<file path="src/hdl/clnw_pkg.sv">
// Shared types, codes and constants for the character LCD nibble writer.
package clnw_pkg;

    localparam int NUM_DIGITS = 10;
    localparam int CNT_W      = $clog2(NUM_DIGITS + 1);
    localparam int IDX_W      = $clog2(NUM_DIGITS);

    localparam logic [1:0]  KIND_CMD   = 2'd0;
    localparam logic [1:0]  KIND_CHAR  = 2'd1;
    localparam logic [1:0]  KIND_NUM   = 2'd2;

    localparam logic [7:0]  MINUS_CHAR = 8'd45;
    localparam logic [3:0]  ZERO_HIGH  = 4'h3;
    localparam logic [31:0] RECIP_TEN  = 32'hCCCC_CCCD;
    localparam int          RECIP_SHIFT = 35;

    typedef struct packed {
        logic [1:0]         kind;
        logic [7:0]         byte_value;
        logic signed [31:0] number;
    } req_t;

    typedef struct packed {
        logic       register_select;
        logic [3:0] nibble;
        logic       last;
    } nib_t;

    typedef enum logic [2:0] {
        ST_IDLE,
        ST_CONVERT,
        ST_PREP,
        ST_SEND_HI,
        ST_SEND_LO
    } state_t;

    typedef struct packed {
        logic load_byte;
        logic load_num;
        logic conv_step;
        logic load_minus;
        logic pop;
        logic emit_hi;
        logic emit_lo;
    } cmd_t;

    typedef struct packed {
        logic conv_done;
        logic neg;
        logic cnt_zero;
        logic out_free;
    } sts_t;

endpackage

</file>
<file path="src/hdl/clnw_ctrl.sv">
// Controller state machine sequencing conversion and nibble transfers.
module clnw_ctrl (
    input  logic               clk,
    input  logic               rst_n,
    input  logic               req_valid,
    input  logic [1:0]         req_kind,
    output logic               req_stall,
    input  clnw_pkg::sts_t     sts,
    output clnw_pkg::cmd_t     cmd
);
    import clnw_pkg::*;

    state_t state_reg;
    state_t state_next;

    always_ff @(posedge clk or negedge rst_n)
    begin
        if (!rst_n)
        begin
            state_reg <= ST_IDLE;
        end
        else
        begin
            state_reg <= state_next;
        end
    end

    always_comb
    begin
        state_next = state_reg;
        cmd        = '0;
        case (state_reg)
            ST_IDLE:
            begin
                if (req_valid)
                begin
                    if (req_kind inside {KIND_CMD, KIND_CHAR})
                    begin
                        cmd.load_byte = 1'b1;
                        state_next    = ST_SEND_HI;
                    end
                    else if (req_kind == KIND_NUM)
                    begin
                        cmd.load_num = 1'b1;
                        state_next   = ST_CONVERT;
                    end
                end
            end
            ST_CONVERT:
            begin
                cmd.conv_step = 1'b1;
                if (sts.conv_done)
                begin
                    state_next = ST_PREP;
                end
            end
            ST_PREP:
            begin
                if (sts.neg)
                begin
                    cmd.load_minus = 1'b1;
                end
                else
                begin
                    cmd.pop = 1'b1;
                end
                state_next = ST_SEND_HI;
            end
            ST_SEND_HI:
            begin
                if (sts.out_free)
                begin
                    cmd.emit_hi = 1'b1;
                    state_next  = ST_SEND_LO;
                end
            end
            ST_SEND_LO:
            begin
                if (sts.out_free)
                begin
                    cmd.emit_lo = 1'b1;
                    if (sts.cnt_zero)
                    begin
                        state_next = ST_IDLE;
                    end
                    else
                    begin
                        cmd.pop    = 1'b1;
                        state_next = ST_SEND_HI;
                    end
                end
            end
            default:
            begin
                state_next = ST_IDLE;
            end
        endcase
    end

    assign req_stall = (state_reg != ST_IDLE);

    a_emit_needs_room: assert property (@(posedge clk) disable iff (!rst_n)
        (cmd.emit_hi || cmd.emit_lo) |-> sts.out_free)
        else $error("nibble emitted while output register busy");

    a_hi_then_lo: assert property (@(posedge clk) disable iff (!rst_n)
        cmd.emit_hi |=> (state_reg == ST_SEND_LO))
        else $error("high nibble not followed by low nibble state");

    a_one_load: assert property (@(posedge clk) disable iff (!rst_n)
        $countones({cmd.load_byte, cmd.load_num, cmd.load_minus, cmd.pop}) <= 1)
        else $error("conflicting character loads");

endmodule

</file>
<file path="config.mk">
export PLATFORM = sky130hd
export DESIGN_NAME = clnw_ctrl
export DESIGN_NICKNAME = d
export VERILOG_FILES = /design/src/hdl/clnw_pkg.sv /design/src/hdl/clnw_ctrl.sv
export SDC_FILE = /design/constraint.sdc
export NUM_CORES = 1
export LEC_CHECK = 0
export BUFFER_PORTS_ARGS = -buffer_cell sky130_fd_sc_hd__buf_2
export CORE_AREA = 2 2 39 41
export CTS_CLUSTER_DIAMETER = 50
export DETAILED_ROUTE_END_ITERATION = 10
export DIE_AREA = 0 0 41 43
export MAX_ROUTING_LAYER = met4
export SLEW_MARGIN = 10
export SYNTH_ARGS = -nofsm -noshare
export SYNTH_HDL_FRONTEND = slang
export SYNTH_SLANG_ARGS = --single-unit
</file>
<file path="constraint.sdc">
create_clock -name clk -period 1.8 [get_ports clk]
set_clock_uncertainty 0.05 [all_clocks]
set_input_delay 0.18 -clock clk [delete_from_list [all_inputs] [get_ports clk]]
set_output_delay 0.18 -clock clk [all_outputs]
set_load 0.01 [all_outputs]
</file>
# --- Word level (Yosys, flattened, before mapping) ---
# Cells that the tools add are included.
totals:
  reg_bits: 3
  in_bits: 9
  word_cells: 40
op_classes:
  n_eq_ne: 11
  mux: 23
  reduce_logical: 5
ops:
  columns: ["operator", "n"]
  rows:
  - ["3-bit two-way mux", 6]
  - ["3-bit case mux with 5 select lines", 1]
  - ["1-bit two-way mux", 12]
  - ["2-bit inequality test, second input constant", 4]
  - ["3-bit by 2-bit equality test with 1-bit output, second input constant", 2]
  - ["2-bit two-way mux", 3]
  - ["5-bit AND reduction", 1]
  - ["3-bit by 1-bit equality test with 1-bit output, second input constant", 1]
  - ["3-bit equality test, second input constant", 1]
  - ["3-bit zero test", 1]
  - ["3-bit inequality test, second input constant", 1]
  - ["3-bit nonzero test", 1]
  - ["2-bit by 1-bit equality test with 1-bit output, second input constant", 1]
  - ["2-bit equality test, second input constant", 1]
  - ["2-bit zero test", 1]
  - ["1-bit case mux with 2 select lines", 1]
  - ["2-bit nonzero test", 1]

# --- Depth between registers and ports, before layout ---
# Gate-level depths: netlist (run 1).
logic_depth:
  ltp_word: 5
  depth_mapped: 5
  depth_no_buf: 4

# --- Least setup slack after synthesis (run 1) ---
# No wires, ideal clock.
synth_path:
  path_kind: "reg-to-output"
  from: "reg state_reg[2]"
  to: "out cmd[5] in the netlist's numbering"
  arrival_time_ns: 1.246
  slack_ns: 0.324
  path_stages_with_launch: 5
  path_buffers: 1
  path_cell_list: "dfrtp_1 buf_4 nor3_1 nand2_1 nor3b_1"
synth_lines:
  columns: ["element", "line", "source"]
  rows:
  - ["start, declared", "clnw_ctrl.sv:13", "state_t state_reg;"]
  - ["start signal, assigned", "clnw_ctrl.sv:24", "state_reg <= state_next;"]
  - ["end, declared", "clnw_ctrl.sv:9", "output clnw_pkg::cmd_t cmd"]

==> results of run 1 <==
==> worst max-delay path by stage <==
stage | start | endpoint | slack, ps | cells past startpoint
after floorplan | state_reg[2] | cmd[5] | 320 | 4
after global routing | state_reg[2] | cmd[5] | 40 | 4
final | state_reg[2] | cmd[5] | 200 | 4
after detailed placement | state_reg[2] | state_reg[0] | 340 | 4
after global placement | state_reg[2] | state_reg[0] | 370 | 4
after CTS | state_reg[2] | cmd[5] | 130 | 4
==> final cells by class <==
cell class,instances,area (um^2)
fillers,169,962
multi-input cells,28,191
repair buffers,18,97.6
flip-flops and latches,3,75.1
clock buffers,4,26.3
well taps,16,20.0
inverters,3,11.3
==> logic make-up (layout without fill, tap and decap cells) <==
family	count (synthesis)	count (layout)	share of synthesized area
AO/OA/AOI/OAI	10	10	0.289
buffers and inverters	5	25	0.0833
flip-flops	3	3	0.263
multiplexers	1	1	0.0351
AND/OR/NAND/NOR	17	17	0.329
==> layout by cell type (no fill, tap or decap), types with 2 or more instances in the layout <==
| cell type | synthesis | routed |
|---|---|---|
| nor3b_1 | 2 | 2 |
| buf_2 | 1 | 16 |
| dfrtp_1 | 3 | 3 |
| nor2_1 | 4 | 4 |
| inv_1 | 3 | 3 |
| o21ai_0 | 3 | 3 |
| clkbuf_4 | 0 | 3 |
| nand2_1 | 6 | 6 |
==> per-stage QoR <==
stage	hold slack, ps	instances	area, um^2	total power, mW	setup slack [ps]
6_report	127	72	422	0.683	205
5_1_grt	125	72	422	0.757	44.1
4_1_cts	118	72	417	0.687	130
3_5_place_dp	-73.1	67	380	0.557	343
3_3_place_gp	-72.2	67	380	0.547	369
2_1_floorplan	-166	36	285	0.444	324
==> report_power, final <==
group | switching (mW) | internal, mW | leakage (nW)
combinational | 0.186 | 0.196 | 0.162
clock | 0.0377 | 0.0832 | 0.0150
sequential | 0.0807 | 0.0998 | 0.0372
==> metal layers <==
| metal | wire (um) | part of all wire | vias to the layer above |
|---|---|---|---|
| met3 | 42 | 0.057 | 2 |
| met4 | 18 | 0.025 | 0 |
| met5 | 0 | 0 | - |
| li1 | - | - | 169 |
| met1 | 323 | 0.44 | 149 |
| met2 | 348 | 0.48 | 11 |
==> what timing repair did <==
| action | 4_1_cts | 5_1_grt |
|---|---|---|
| hold endpoints to repair | 3 | 0 |
| gates resized for setup | 0 | 1 |
| endpoints found under the setup margin | 0 | 1 |
| hold buffers | 1 | 0 |
==> impl_metrics.toml, run 1 <==
[run_status]
status = "complete, no violations"

[critical_path]
r2r-start = "state_reg[2]"
path_cells = "nor3_2 -> nand2_1 -> nor3b_1 -> buf_2"
end_kind = "output pin"
worstSetupPathType = "reg -> out"
r2r-end = "state_reg[0]"
crit_slowest_cell = "dfrtp_1"
crit_fanout = 10
cp_top_family = "simple AND/OR/NAND/NOR gates"
arrival_ps = 1370
slowest_delay_ps = 480
cp.required_ps = 1570
rrSetupSlack_ps = 330
ff2ff_path_depth = 4
worst-path-buf-inv = 1
critical_path.startpoint_type = "register"

[synth]
ys_warn_count = 0
synth_ff_type = "dfrtp_1"
yosys.area.top_type_share = 0.263
netlist_area_um2 = 285
synth_most_common_cell = "nand2_1"
synth_top_cell_by_area = "dfrtp_1"
syn_inst = 36
synthTopCellsByArea = "dfrtp_1 26%, nand2_1 7.9%, o21ai_0 5.3%, a221oi_2 5.3%, nor2_1 5.3%"
synth_edf_count = 0
synth.avg_cell_area_um2 = 7.92
ys_seq_area_frac = 0.263
synth-async-reset-ratio = 1.00
ys_top_cells_by_count = "6 x nand2_1, 4 x nor2_1, 3 x dfrtp_1, 3 x inv_1, 3 x o21ai_0"
synth-seq-cells = 3
postSynthNetCount = 45
ys_types = 20

[grt]
grt_pass1_vias = 305
grtUsageMet3 = 0.0314
antenna_found_initial = 0
grt_usage = 0.109
grt_use_met1 = 0.119
grt_first_pass_wirelength_um = 1220
grtUsageMet2 = 0.150
grt_max_degree = 11
overflow = 0
grt-busiest-layer = "met2"

[clock_tree]
cts_tree = "done"
h-tree-depth = 1
post_cts_buffers = 0
cts_made_buffers = 3
clock_tree.root_cell = "clkbuf_4"
cts_max_path_buffers = 2
clk_pin_slew_worst_paths_ps = 40
clock_sinks = 3
insertion_delay_ps = 240

[floorplan]
die_h_um = 43
die_width_um = 41
dieArea_um2 = 1760
initial_core_util = 0.206
ioPinCount = 17
core_region_area_um2 = 1380
rows = 14

[detailed_routing]
vias = 331
drt.antenna.violating_nets = 0
drc = 0
drt_iter0_markers = 2
routedWlPerCell_um = 10.2
drt_wl_total_um = 732
viasPerCell = 4.60
firstDrtPassIters = 4

[cells_and_area]
drive_above_1_share = 0.482
area_growth_pct = 47.8
diodes = 0
nets = 66
largest_reg_flops = 3
utilization = 0.305

[pwr]
powerDensity_nw_per_um2 = 1620
max-vdd-ir-drop_v = 0.000462
p_leak_nw = 0.214

[sta]
rsz0062_at_grt = "false"
final.period_utilization = 0.886
timing.final.setup_violations = 0
timing.slew.headroom = 0.784
post-route-min-period_ps = 1600
final.setup.tns_ps = 0
slew_violations = 0
tightest_slew_ps = 324
hold_violations = 0
max_freq_mhz = 627

[worst_hold_path]
hold_path_end = "state_reg[1]"
hold_path_class = "in -> reg"
hp-start = "req_kind[1]"
whs_path_depth = 2

[placement]
dpl.hpwl_um = 553
gp_congestion = 0.775
io_buffers = 16

[job]
cap_violations = 0
Power figures use the tool's default switching activity.
==> run 2: changes to the inputs <==
--- a/config.mk
+++ b/config.mk
@@ -11,6 +11,7 @@
 export DETAILED_ROUTE_END_ITERATION = 10
 export DIE_AREA = 0 0 41 43
 export MAX_ROUTING_LAYER = met4
+export RECOVER_POWER = 25
 export SLEW_MARGIN = 10
 export SYNTH_ARGS = -nofsm -noshare
 export SYNTH_HDL_FRONTEND = slang
==> run 2 against run 1 <==
  * Routed wire length decreased by 0.27%
  * Die area unchanged
  * Sequential share of layout area increased by 0.053 points
  * Maximum frequency unchanged
  * Final area decreased by 0.30%
  * Clock power about the same
  * Utilization decreased by 0.090 points
  * Register-to-register slack about the same
  * Largest cell class unchanged
  * Count of clock-buffer cells in the layout unchanged
  * Global-route usage unchanged
  * Flip-flop and latch count unchanged
  * Largest power group unchanged
==> impl_metrics.toml, run 2 (same netlist as run 1, synthesis figures left out) <==
[critical_path]
worstSetupPathType = "reg -> out"
r2r-end = "state_reg[0]"
crit_slowest_cell = "dfrtp_1"
rrSetupSlack_ps = 330
r2r-start = "state_reg[2]"
arrival_ps = 1370
critical_path.startpoint_type = "register"
crit_fanout = 10
end_kind = "output pin"
slowest_delay_ps = 480
ff2ff_path_depth = 4
cp.required_ps = 1570
path_cells = "nor3_2 -> nand2_1 -> nor3b_1 -> buf_2"

[sta]
timing.final.setup_violations = 0
setup_ws_ps = 205
hold_violations = 0
slew_violations = 0
timing.slew.headroom = 0.784
final.period_utilization = 0.886
post-route-min-period_ps = 1600
final.setup.tns_ps = 0
holdWs_ps = 127
rsz0062_at_grt = "false"
max_freq_mhz = 627
tightest_slew_ps = 324

[cells_and_area]
drive_above_1_share = 0.464
nets = 66
final_cell_mix = "15 x buf_2, 6 x nand2_1, 4 x nor2_1"
largest_reg_flops = 3
final_cells = 72
final_common_cell = "buf_2"
diodes = 0
area_growth_pct = 47.4

[worst_hold_path]
hold_path_class = "in -> reg"
hp-start = "req_kind[1]"
hold_path_end = "state_reg[1]"
whs_path_depth = 2

[floorplan]
rows = 14
die_h_um = 43
initial_core_util = 0.206
ioPinCount = 17
dieArea_um2 = 1760
core_region_area_um2 = 1380
die_width_um = 41

[clock_tree]
insertion_delay_ps = 240
h-tree-depth = 1
cts_made_buffers = 3
cts_max_path_buffers = 2
post_cts_buffers = 0
clk_pin_slew_worst_paths_ps = 40
clock_tree.root_cell = "clkbuf_4"
cts_tree = "done"
clock_sinks = 3

[grt]
antenna_found_initial = 0
grt_pass1_vias = 305
grt_first_pass_wirelength_um = 1220
grt_max_degree = 11
grt_usage = 0.109
overflow = 0

[detailed_routing]
firstDrtPassIters = 4
drt_wl_total_um = 730
vias = 331
viasPerCell = 4.60
routedWlPerCell_um = 10.1
drt_iter0_markers = 2
drc = 0
drt.antenna.violating_nets = 0

[pwr]
p_total_mw = 0.682
p_leak_nw = 0.211
max-vdd-ir-drop_v = 0.000462
powerDensity_nw_per_um2 = 1620

[placement]
pre_cts_slack_ps = 343
io_buffers = 16
dpl.hpwl_um = 553
dp_cells = 67
gp_congestion = 0.775

[job]
cap_violations = 0

[run_status]
status = "complete, no violations"
run 2: area by class of cell:
type,instances,area [um^2]
multi-input combinational,28,191
clock buffer,4,26.3
fill,167,963
timing repair buffer,18,96.3
sequential,3,75.1
inverter,3,11.3
tap,16,20.0
run 2: layer usage:
| layer | up-vias | track usage | share of wire |
|---|---|---|---|
| met4 | 0 | 0.100 | 0.025 |
| met3 | 2 | 0.0314 | 0.058 |
| li1 | 169 | - | - |
| met1 | 149 | 0.119 | 0.44 |
| met2 | 11 | 0.150 | 0.48 |
| met5 | - | - | 0 |
run 2: what timing repair did:
item                                    in CTS  in global routing
gates resized for setup                      0                  1
hold buffers                                 1                  0
endpoints found under the setup margin       0                  1
endpoints found under the hold margin        3                  0
run 2: metrics by stage:
step	area [um^2]	utilization
final	420	0.304
after CTS	417	0.301
after detailed placement	380	0.275
after global placement	380	0.275
after floorplan	285	-
after global routing	420	0.304
run 2: worst max path at each step:
stage | startpoint | end | slack [ps] | cells after the start
after CTS | state_reg[2] | cmd[5] | 130 | 4
after detailed placement | state_reg[2] | state_reg[0] | 340 | 4
after global routing | state_reg[2] | cmd[5] | 40 | 4
after floorplan | state_reg[2] | cmd[5] | 320 | 4
after global placement | state_reg[2] | state_reg[0] | 370 | 4
final | state_reg[2] | cmd[5] | 200 | 4
run 2: critical path: cells and delay by family (launching register included):
kind                   cells  cell delay (ps)
buffers and inverters      1              150
DFF                        1              480
and+or+nand+nor            3              500
run 2: power by group:
part	total [mW]	internal [mW]	leakage [nW]	switching (mW)
clock network	0.121	0.0832	0.0150	0.0377
registers	0.180	0.0997	0.0372	0.0807
logic	0.381	0.195	0.159	0.186
total	0.682	0.378	0.211	0.304
==> run 3: changes to the inputs <==
--- a/config.mk
+++ b/config.mk
@@ -7,6 +7,7 @@
 export LEC_CHECK = 0
 export BUFFER_PORTS_ARGS = -buffer_cell sky130_fd_sc_hd__buf_2
 export CORE_AREA = 2 2 39 41
+export CTS_BUF_LIST = sky130_fd_sc_hd__clkbuf_16
 export CTS_CLUSTER_DIAMETER = 50
 export DETAILED_ROUTE_END_ITERATION = 10
 export DIE_AREA = 0 0 41 43
==> run 3 against run 2 <==
  * Total power is 34% higher
  * Utilization rose by 3.4 points
  * Combinational power barely moved
  * Count of clock-buffer cells in the layout down 1
  * Clock power increased to 2.9 times the previous value
  * Non-clock buffer count unchanged
==> impl_metrics.toml, run 3 (same netlist as run 1, synthesis figures left out) <==
[sta]
slew_violations = 0
final.period_utilization = 0.902
hold_violations = 0
rsz0062_at_grt = "false"
timing.slew.headroom = 0.793
post-route-min-period_ps = 1620
tightest_slew_ps = 310
setup_ws_ps = 176
max_freq_mhz = 616
timing.final.setup_violations = 0
final.setup.tns_ps = 0

[pwr]
power.clock.fraction = 0.389
max-vdd-ir-drop_v = 0.000627
seq_power_share = 0.195
powerDensity_nw_per_um2 = 1950
p_leak_nw = 0.237
swShare = 0.364
p_comb_frac = 0.417
p_sw_mw = 0.332
power.internal_mw = 0.579
p_total_mw = 0.911

[worst_hold_path]
hp-start = "req_kind[1]"
hold_path_class = "in -> reg"

[critical_path]
endpoint = "cmd[5]"
end_kind = "output pin"
ff2ff_path_depth = 4
cp.required_ps = 1570
r2r-end = "state_reg[0]"
rrSetupSlack_ps = 320
r2r-start = "state_reg[0]"
arrival_ps = 1390
crit_fanout = 10
worstSetupPathType = "reg -> out"
critical_path.startpoint_type = "register"
crit_path_start = "state_reg[2]"

[grt]
grt_usage = 0.116
grt_first_pass_wirelength_um = 1260
overflow = 0
grt_pass1_vias = 304
grt_max_degree = 11
antenna_found_initial = 0

[placement]
dpl.hpwl_um = 553
io_buffers = 16
gp_congestion = 0.775
placed_area_um2 = 380
pre_cts_slack_ps = 343
dp_cells = 67

[detailed_routing]
drt_iter0_markers = 6
viasPerCell = 4.68
firstDrtPassIters = 4
vias = 337
drc = 0
routedWlPerCell_um = 10.9
drt_wl_total_um = 787
drt.antenna.violating_nets = 0

[clock_tree]
clk_pin_slew_worst_paths_ps = 30
cts_made_buffers = 3
cts_max_path_buffers = 2
cts_tree = "done"
clock_tree.root_cell = "clkbuf_16"
insertion_delay_ps = 230
clock_sinks = 3
h-tree-depth = 1

[floorplan]
core_region_area_um2 = 1380
ioPinCount = 17
die_width_um = 41
rows = 14
initial_core_util = 0.206
dieArea_um2 = 1760
die_h_um = 43

[run_status]
status = "complete, no violations"

[job]
cap_violations = 0

[cells_and_area]
final_common_cell = "buf_2"
area_growth_pct = 64.0
finalInstanceArea_um2 = 468
largest_reg_flops = 3
final_cells = 72
diodes = 0
drive_above_1_share = 0.446
final_cell_mix = "15 x buf_2, 6 x nand2_1, 4 x inv_1, 4 x nor2_1"
nets = 66
-- run 3: metal layers --
metal | share of wire | GRT usage | wire, um
met1 | 0.41 | 0.123 | 320
met2 | 0.48 | 0.159 | 381
met3 | 0.071 | 0.0314 | 56
met4 | 0.036 | 0.120 | 28
met5 | 0 | - | 0
-- run 3: final cells by class --
cell class / instances / area [um^2]
Multi-Input combinational cell: 28 / 186
Tap cell: 16 / 20.0
Sequential cell: 3 / 75.1
Fill cell: 159 / 916
Clock buffer: 3 / 75.1
Timing Repair Buffer: 18 / 96.3
Inverter: 3 / 11.3
Clock inverter: 1 / 3.75
-- run 3: what timing repair did --
action | in CTS | in global routing
setup endpoints to repair | 0 | 0
resized for setup | 0 | 0
hold buffers | 1 | 0
hold endpoints to repair | 3 | 0
setup buffers | 0 | 0
-- run 3: critical path: stages (launching register included) --
cell,delay (ps)
dfrtp_1,470
nor3_1,280
nand2_1,100
nor3b_1,160
buf_2,150
-- run 3: how the worst min path moves through the flow --
stage / cells past startpoint / to / slack (ps)
floorplan: 0 / state_reg[0] / -170
global placement: 1 / state_reg[1] / -70
detailed placement: 1 / state_reg[1] / -70
CTS: 2 / state_reg[1] / 140
global route: 2 / state_reg[1] / 150
finish: 2 / state_reg[1] / 140
-- run 3: power by group through the flow --
stage | combinational [mW] | sequential, mW | clock (mW)
after floorplan | 0.317 | 0.127 | 0
after global placement | 0.371 | 0.176 | 0
after detailed placement | 0.381 | 0.176 | 0
after CTS | 0.386 | 0.177 | 0.360
after global routing | 0.428 | 0.188 | 0.365
final | 0.380 | 0.177 | 0.354
-- run 3: metrics by stage --
step                hold slack [ps]   util
floorplan                      -166      -
CTS                             136  0.339
detailed placement            -73.1  0.275
global placement              -72.2  0.275
global route                    148  0.338
finish                          137  0.338
